## src/sv/pira_pkg.sv

```systemverilog
// Shared types for the per-id runtime accumulator.
// Used by pira_cell and per_id_runtime_accumulator; no dependencies.
package pira_pkg;

    localparam int unsigned PID_W  = 22;
    localparam int unsigned TIME_W = 64;

    localparam logic OP_CHARGE = 1'b0;
    localparam logic OP_QUERY  = 1'b1;

    // Item broadcast to every cell of the row
    typedef struct packed {
        logic              op;
        logic [PID_W-1:0]  pid;
        logic [TIME_W-1:0] running_us;
    } t_req;

    // Cell controls for the current pass
    typedef struct packed {
        logic look;  // match / first-free evaluation
        logic upd;   // write back the selected cell
    } t_ctl;

    // Result handed from cell to cell along the row
    typedef struct packed {
        logic [TIME_W-1:0] total_us;
        logic              hit;
    } t_res;

endpackage

```

## src/sv/pira_cell.sv

```systemverilog
// One table entry of the accumulator row: id, valid mark, total, baseline.
// Depends on pira_pkg (t_req, t_ctl, t_res).
module pira_cell (
    input  logic           i_clk,
    input  logic           i_rst_n,
    input  pira_pkg::t_ctl i_ctl,
    input  pira_pkg::t_req i_req,
    input  logic           i_prev_valid,
    output logic           o_valid,
    input  logic           i_prev_found,
    output logic           o_found,
    input  pira_pkg::t_res i_res,
    output pira_pkg::t_res o_res
);

    logic                        r_valid;
    logic [pira_pkg::PID_W-1:0]  r_id;
    logic [pira_pkg::TIME_W-1:0] r_total;
    logic [pira_pkg::TIME_W-1:0] r_baseline;
    logic                        r_hit;
    logic                        r_new;

    logic n_match;
    logic n_claim;
    logic is_charge;

    assign is_charge = (i_req.op == pira_pkg::OP_CHARGE);
    assign n_match   = r_valid && (r_id == i_req.pid);
    // Used cells always precede free ones, so the first free cell is the
    // free one whose left neighbor is in use, and any match lies to its left.
    assign n_claim   = !r_valid && i_prev_valid && !i_prev_found && is_charge &&
                       (i_req.pid != '0);
    assign o_found   = i_prev_found || n_match;

    always_ff @(posedge i_clk) begin
        if (!i_rst_n) begin
            r_valid <= 1'b0;
            r_hit   <= 1'b0;
            r_new   <= 1'b0;
        end else begin
            if (i_ctl.look) begin
                r_hit <= n_match;
                r_new <= n_claim;
            end
            if (i_ctl.upd && is_charge) begin
                if (r_new) begin
                    r_valid <= 1'b1;
                end
            end
        end
    end

    always_ff @(posedge i_clk) begin
        if (i_ctl.upd && is_charge) begin
            if (r_new) begin
                r_id       <= i_req.pid;
                r_total    <= '0;
                r_baseline <= i_req.running_us;
            end else if (r_hit) begin
                // a drop below the baseline is a restart: nothing added
                if (i_req.running_us >= r_baseline) begin
                    r_total <= r_total + (i_req.running_us - r_baseline);
                end
                r_baseline <= i_req.running_us;
            end
        end
    end

    assign o_valid = r_valid;

    always_comb begin
        o_res = i_res;
        if (r_hit || r_new) begin
            o_res.total_us = i_res.total_us | r_total;
            o_res.hit      = 1'b1;
        end
    end

endmodule

```

## config.mk

```make
export PLATFORM = sky130hd
export DESIGN_NAME = pira_cell
export DESIGN_NICKNAME = d
export VERILOG_FILES = /design/src/sv/pira_pkg.sv /design/src/sv/pira_cell.sv
export SDC_FILE = /design/constraint.sdc
export NUM_CORES = 1
export LEC_CHECK = 0
export ABC_AREA = 1
export BUFFER_PORTS_ARGS = -buffer_cell sky130_fd_sc_hd__buf_2
export CORE_ASPECT_RATIO = 1.2
export CORE_UTILIZATION = 54
export CTS_CLUSTER_SIZE = 14
export DETAILED_ROUTE_END_ITERATION = 8
export PLACE_DENSITY = 0.79
export SETUP_SLACK_MARGIN = 0.1
export SYNTH_ARGS = -nofsm -noshare
export SYNTH_HDL_FRONTEND = slang
export SYNTH_SLANG_ARGS = --single-unit
```

## constraint.sdc

```tcl
create_clock -name i_clk -period 5.6 [get_ports i_clk]
set_input_delay 1.12 -clock i_clk [delete_from_list [all_inputs] [get_ports i_clk]]
set_output_delay 1.12 -clock i_clk [all_outputs]
set_load 0.05 [all_outputs]
```

==> results of run 1 <==
==> synthesized netlist by cell type <==
cell type / instances
o221ai_1: 1
nor4_2: 3
nand2_2: 17
xnor2_1: 7
a21o_1: 3
buf_2: 1
or2_2: 1
nor2_1: 193
nor2_4: 5
dfxtp_1: 3
o22ai_1: 3
and2_0: 1
nor3_1: 13
o21ai_0: 74
ha_1: 128
o211ai_1: 1
nor2_2: 7
and2_1: 4
a21oi_1: 144
nand4_1: 12
o21a_1: 4
a31oi_1: 1
edfxtp_1: 150
buf_6: 1
a21boi_0: 1
o21bai_1: 74
nor3b_1: 1
nand3_1: 47
nand3_2: 4
nand3b_1: 5
clkinv_1: 1
o21ai_2: 1
xor2_1: 5
nor3_2: 1
o21ai_1: 3
inv_1: 560
clkbuf_1: 11
nand2_1: 504
nor4_1: 6
inv_2: 7
o2111ai_1: 1
fa_1: 63
a21oi_2: 4
==> flip-flops by register name, indices dropped and copies added, names as in the netlist <==
register,flops
r_total,64
o_valid,1
r_hit,1
r_baseline,64
r_new,1
r_id,22
==> cells in the final DEF, fill, tap and decap left out, types with 5 or more instances in the layout <==
cell | Yosys | final
inv_1 | 560 | 559
nand2_1 | 504 | 504
buf_2 | 1 | 224
nor2_1 | 193 | 190
edfxtp_1 | 150 | 150
a21oi_1 | 144 | 144
ha_1 | 128 | 128
o21bai_1 | 74 | 74
o21ai_0 | 74 | 74
fa_1 | 63 | 63
nand3_1 | 47 | 47
nand2_2 | 17 | 17
clkbuf_16 | 0 | 17
nor3_1 | 13 | 13
nand4_1 | 12 | 12
nor2_2 | 7 | 8
inv_2 | 7 | 8
nor2_4 | 5 | 7
xnor2_1 | 7 | 7
clkinv_8 | 0 | 7
nor4_1 | 6 | 6
xor2_1 | 5 | 5
nand3b_1 | 5 | 5
==> cell families after synthesis <==
group,count (synthesis)
AND/OR/NAND/NOR,824
AO/OA/AOI/OAI,315
adder cells (fa/ha/maj),191
XOR/XNOR,12
buffers and inverters,581
flip-flops,153
==> where the power goes <==
part	total [W]	internal, W	leakage (nW)	switching (W)
Combinational	0.00113	0.000352	7.59	0.000776
Sequential	0.00131	0.00130	1.38	0.00000834
Clock	0.00123	0.000611	0.300	0.000616
Total	0.00366	0.00226	9.27	0.00140
==> per-stage QoR <==
stage / utilization, % / total power [W]
2_1_floorplan: - / 0.00209
4_1_cts: 63.0 / 0.00367
6_report: 63.0 / 0.00366
3_3_place_gp: 60.7 / 0.00243
5_1_grt: 63.0 / 0.00384
3_5_place_dp: 60.7 / 0.00245
==> metal layers <==
metal  global-route usage, %  share of wire, %  up-vias
li1                        -                 -     6894
met4                    9.56               2.3        0
met1                    38.5                43     6342
met5                       0                 0        -
met2                    58.1                51      355
met3                    3.46               3.9       52
==> worst register-to-register path, cell delays in order (launching register included) <==
cell and delay [ps]:
edfxtp_1 380, inv_1 70, ha_1 280, nand2_1 60, nor2_1 150, and2_1 210, nand3_1 200, nor3b_1 520
nand2_1 100, nand4_1 120, nand2_1 70, inv_2 550, buf_12 300
==> final cells by class <==
class / count / area, sq um / area share [%]
flip-flops and latches: 153 / 4560 / 26.7
clock buffers: 17 / 425 / 2.49
repair buffers: 228 / 1160 / 6.80
well taps: 340 / 425 / 2.49
multi-input cells: 1342 / 8210 / 47.9
inverters: 568 / 2130 / 12.5
clock inverters: 15 / 199 / 1.16
==> worst max path at each step <==
stage	start	endpoint	slack (ps)	cells after the start
6_report	i_req[63]	r_total[34]$_SDFFCE_PP0P_	1810	12
5_1_grt	i_req[63]	r_total[28]$_SDFFCE_PP0P_	1670	12
4_1_cts	i_req[63]	r_total[34]$_SDFFCE_PP0P_	1780	12
3_5_place_dp	i_req[63]	r_total[34]$_SDFFCE_PP0P_	1310	12
3_3_place_gp	i_req[63]	r_total[34]$_SDFFCE_PP0P_	1320	12
2_1_floorplan	i_req[86]	r_total[0]$_SDFFCE_PP0P_	850	5
==> impl_metrics.env, run 1 <==
export IMPL_whs_ps=506
export IMPL_rsz0062_at_grt="false"
export IMPL_min_path_type="flip-flop to flip-flop"
export IMPL_place_ws_ps=1310
export IMPL_antenna_cells=0
export IMPL_rr_startpoint="r_baseline[62]$_DFFE_PP_"
export IMPL_cp_top_family="simple AND/OR/NAND/NOR gates"
export IMPL_fillers=2538
export IMPL_drtIter0Drc=887
export IMPL_tritoncts="yes"
export IMPL_grt_use_total_pct=31.5
export IMPL_leakage_nw=9.27
export IMPL_synth_fa_ha_area_share_pct=19.2
export IMPL_pwr_density_cell_mw_per_mm2=214
export IMPL_wl_per_cell_microns=16.4
export IMPL_min_to="o_valid$_SDFFE_PN0P_"
export IMPL_port_buffers=224
export IMPL_final_nets=2659
export IMPL_ant_nets=0
export IMPL_final_cell_area_sq_mm=0.0171
export IMPL_post_dp_hpwl_mm=36.1
export IMPL_die_w_microns=154
export IMPL_syn_nets=2425
export IMPL_dr_pass1_iters=7
export IMPL_std_cell_rows=66
export IMPL_ctsHoldBuffers=0
export IMPL_core_sq_mm=0.0272
export IMPL_layout_drive_gt1_share_pct=13.5
export IMPL_grt_pass1_vias=13400
export IMPL_hold_depth=1
export IMPL_root_buffer="clkbuf_16"
export IMPL_wl_mm=43.5
export IMPL_worst_pin_slew_ps=1120
export IMPL_end_kind="flip-flop"
export IMPL_grt_max_degree=65
export IMPL_synth_seq_area_share_pct=30.5
export IMPL_synthesis_instances=2076
export IMPL_syn_area_sq_mm=0.0149
export IMPL_drc=0
export IMPL_slowest_delay_ps=550
export IMPL_cp_slowest_cell="inv_2"
export IMPL_start_kind="input pin"
export IMPL_grt_ovfl_total=0
export IMPL_yosys_area_top_type="edfxtp_1"
export IMPL_post_route_period_util_pct=67.7
export IMPL_hold_viol_final=0
export IMPL_clk_latency_ps=460
export IMPL_place_area_sq_mm=0.0165
export IMPL_place_congestion=0.963
export IMPL_area_delta_synth_final_pct=14.5
export IMPL_via_per_inst=5.12
export IMPL_synth_compound_area_share_pct=12.1
export IMPL_synth_top_area_share_pct=30.1
export IMPL_reg2reg_to="r_total[34]$_SDFFCE_PP0P_"
export IMPL_ys_ff_latch=153
export IMPL_cp_required_ps=5730
export IMPL_crit_buf_inv=3
export IMPL_tns_ps=0
export IMPL_synthSimpleGateAreaFrac_pct=22.8
export IMPL_yosysWarnings=0
export IMPL_synth_mux_area_share_pct=0
export IMPL_slew_violations=0
export IMPL_die_height_microns=184
export IMPL_skew_ps=16.8
export IMPL_numClockSinks=153
export IMPL_outcome="complete, no violations"
export IMPL_cp_max_fo=37
export IMPL_numPlacedInstances=2631
export IMPL_cts_buffers=17
export IMPL_postCtsSetupBuffers=0
export IMPL_htree_levels=4
export IMPL_reg2reg_depth=12
export IMPL_synth_xor_area_share_pct=0.703
export IMPL_crit_chain="buf_2, ha_1, nand2_1, nor2_1, and2_1, nand3_1, nor3b_1, nand2_1, nand4_1, nand2_1, inv_2, buf_12"
export IMPL_dieArea_sq_mm=0.0283
export IMPL_path_clk_slew_ps=80
export IMPL_max_slew_margin_rel_pct=25.3
export IMPL_worstHoldStart="o_valid$_SDFFE_PN0P_"
export IMPL_yosysUniqueCellTypes=43
export IMPL_antenna_found_initial=0
export IMPL_drv_cap=0
export IMPL_stdcell_count=2663
export IMPL_yosys_top_cells_area="edfxtp_1, inv_1, nand2_1, ha_1, fa_1"
export IMPL_num_io_pins=225
export IMPL_setup_violations=0
export IMPL_cts_resized=0
export IMPL_synth_top_family_by_area="simple AND/OR/NAND/NOR gates"
export IMPL_path_class="input pin to flip-flop"
export IMPL_dr_total_vias=13600
export IMPL_ir_drop_uv=150
export IMPL_r2r_slack_ps=2200
export IMPL_min_period_ps=3790
export IMPL_max_freq_ghz=0.264
export IMPL_grt_pass1_wl_mm=68.3
export IMPL_arrival_ps=3930
export IMPL_cts_buffer_depth=2
export IMPL_path_common_cell="nand2_1"
export IMPL_start_util_pct=55.0
export IMPL_setup_ws_ps=1810
export IMPL_syn_area_per_cell_sq_um=7.20
(Power assumes the default switching activity.)
==> run 2: changes to the inputs <==
==> constraint.sdc (replaced) <==
create_clock -name i_clk -period 3.3 [get_ports i_clk]
set_input_delay 0.66 -clock i_clk [delete_from_list [all_inputs] [get_ports i_clk]]
set_output_delay 0.66 -clock i_clk [all_outputs]
set_load 0.05 [all_outputs]
==> impl_metrics.env, run 2 (same netlist as run 1, synthesis figures left out) <==
export IMPL_std_cell_rows=66
export IMPL_tritoncts="yes"
export IMPL_start_util_pct=55.0
export IMPL_post_dp_hpwl_mm=37.3
export IMPL_end_kind="flip-flop"
export IMPL_drc=0
export IMPL_drv_cap=0
export IMPL_post_route_period_util_pct=92.2
export IMPL_pwr_density_cell_mw_per_mm2=354
export IMPL_area_delta_synth_final_pct=21.7
export IMPL_fillers=2439
export IMPL_max_slew_margin_rel_pct=65.8
export IMPL_grt_pass1_vias=14500
export IMPL_path_clk_slew_ps=80
export IMPL_grt_max_degree=44
export IMPL_postLayoutCoreUtil_pct=66.9
export IMPL_hold_viol_final=0
export IMPL_cts_buffers=17
export IMPL_ant_nets=0
export IMPL_dr_total_vias=14400
export IMPL_final_cell_mix="inv_1, nand2_1, buf_2, nor2_1, edfxtp_1"
export IMPL_numClockSinks=153
export IMPL_largestRegisters="r_baseline x64, r_total x64, r_id x22"
export IMPL_grt_use_total_pct=32.4
export IMPL_wl_mm=44.7
export IMPL_root_buffer="clkbuf_16"
export IMPL_multi_input_area_sq_mm=0.00824
export IMPL_wl_per_cell_microns=16.0
export IMPL_skew_ps=10.7
export IMPL_cp_required_ps=3510
export IMPL_dieArea_sq_mm=0.0283
export IMPL_port_buffers=224
export IMPL_antenna_cells=0
export IMPL_antenna_found_initial=0
export IMPL_mostFrequentLayoutCell="inv_1"
export IMPL_dr_pass1_iters=5
export IMPL_path_class="flip-flop to flip-flop"
export IMPL_ir_drop_uv=255
export IMPL_worst_pin_slew_ps=514
export IMPL_ctsHoldBuffers=0
export IMPL_max_freq_ghz=0.328
export IMPL_regArea_sq_mm=0.00456
export IMPL_htree_levels=4
export IMPL_start_kind="flip-flop"
export IMPL_clk_latency_ps=450
export IMPL_outcome="complete, no violations"
export IMPL_place_congestion=0.978
export IMPL_drtIter0Drc=797
export IMPL_leakage_nw=9.93
export IMPL_arrival_ps=3250
export IMPL_die_w_microns=154
export IMPL_tns_ps=0
export IMPL_grt_pass1_wl_mm=70.7
export IMPL_layout_drive_gt1_share_pct=18.7
export IMPL_via_per_inst=5.13
export IMPL_die_height_microns=184
export IMPL_core_sq_mm=0.0272
export IMPL_min_path_type="input pin to flip-flop"
export IMPL_cp_max_fo=4
export IMPL_grt_ovfl_total=0
export IMPL_final_nets=2795
export IMPL_min_period_ps=3040
export IMPL_cts_buffer_depth=2
export IMPL_num_io_pins=225
export IMPL_rsz0062_at_grt="false"
export IMPL_slew_violations=0
export IMPL_setup_violations=0
run 2: cell count changes in the layout (fill, tap and decap cells not counted), moves of 2 or more:
cell and change:
buf_4 +135, nor2_1 -4, nor2_2 +4, o21ai_0 -4, o21ai_1 +4, inv_8 +3, nand2_1 -3, nand2_2 +3
clkinv_8 -2
run 2: where the power goes:
part	total [W]	switching [W]	internal [W]	leakage (nW)
Combinational	0.00211	0.00136	0.000754	8.25
Clock	0.00211	0.00107	0.00104	0.300
Sequential	0.00221	0.0000151	0.00220	1.38
Total	0.00643	0.00244	0.00399	9.93
run 2: final cells by class:
type	count	area share, %
inverters	568	11.7
multi-input cells	1342	45.3
well taps	340	2.34
flip-flops and latches	153	25.1
repair buffers	364	12.1
clock buffers	17	2.34
clock inverters	15	1.05
run 2: per-stage QoR:
stage | cell area [sq um] | setup slack, ps | total power [W] | std cells | hold WS, ps
finish | 18200 | 256 | 0.00643 | 2799 | 411
global route | 18200 | 108 | 0.00673 | 2799 | 400
CTS | 18100 | 102 | 0.00642 | 2799 | 394
detailed placement | 17500 | -164 | 0.00433 | 2767 | 490
global placement | 17500 | -170 | 0.00428 | 2767 | 476
floorplan | 15000 | 196 | 0.00355 | 2076 | 491
run 2: timing repair:
| action | CTS | global route |
|---|---|---|
| setup endpoints to repair | 0 | 15 |
| setup buffers | 0 | 0 |
| resized for setup | 0 | 14 |
run 2: layer usage:
layer  vias up  wire length, microns  GRT usage (%)  part of all wire, %
met5         -                     0              0                    0
met4         0                  1440           13.2                  3.2
met3        94                  2250           3.64                  5.0
met2       473                 22200           59.1                   50
met1      6625                 18700           38.8                   42
li1       7173                     -              -                    -
run 2: path summary, 6_finish.rpt:
check | start | endpoint | slack, ps | cells after the start
max | r_total[30]$_SDFFCE_PP0P_ | r_total[57]$_SDFFCE_PP0P_ | 260 | 14
min | i_req[63] | r_baseline[63]$_DFFE_PP_ | 410 | 1
max reg2reg | r_total[30]$_SDFFCE_PP0P_ | r_total[57]$_SDFFCE_PP0P_ | 260 | 14
min reg2reg | o_valid$_SDFFE_PN0P_ | o_valid$_SDFFE_PN0P_ | 510 | 1
run 2: worst max-delay path, stage by stage, from the launching register on:
cell and delay (ps):
edfxtp_1 470, inv_1 110, fa_1 510, inv_1 70, ha_4 300, nand2_1 60
inv_1 90, nand2_1 90, buf_4 150, o21ai_1 370, nand2_1 120, nand2_1 120
a21oi_1 120, a21oi_1 150, nor2_1 80
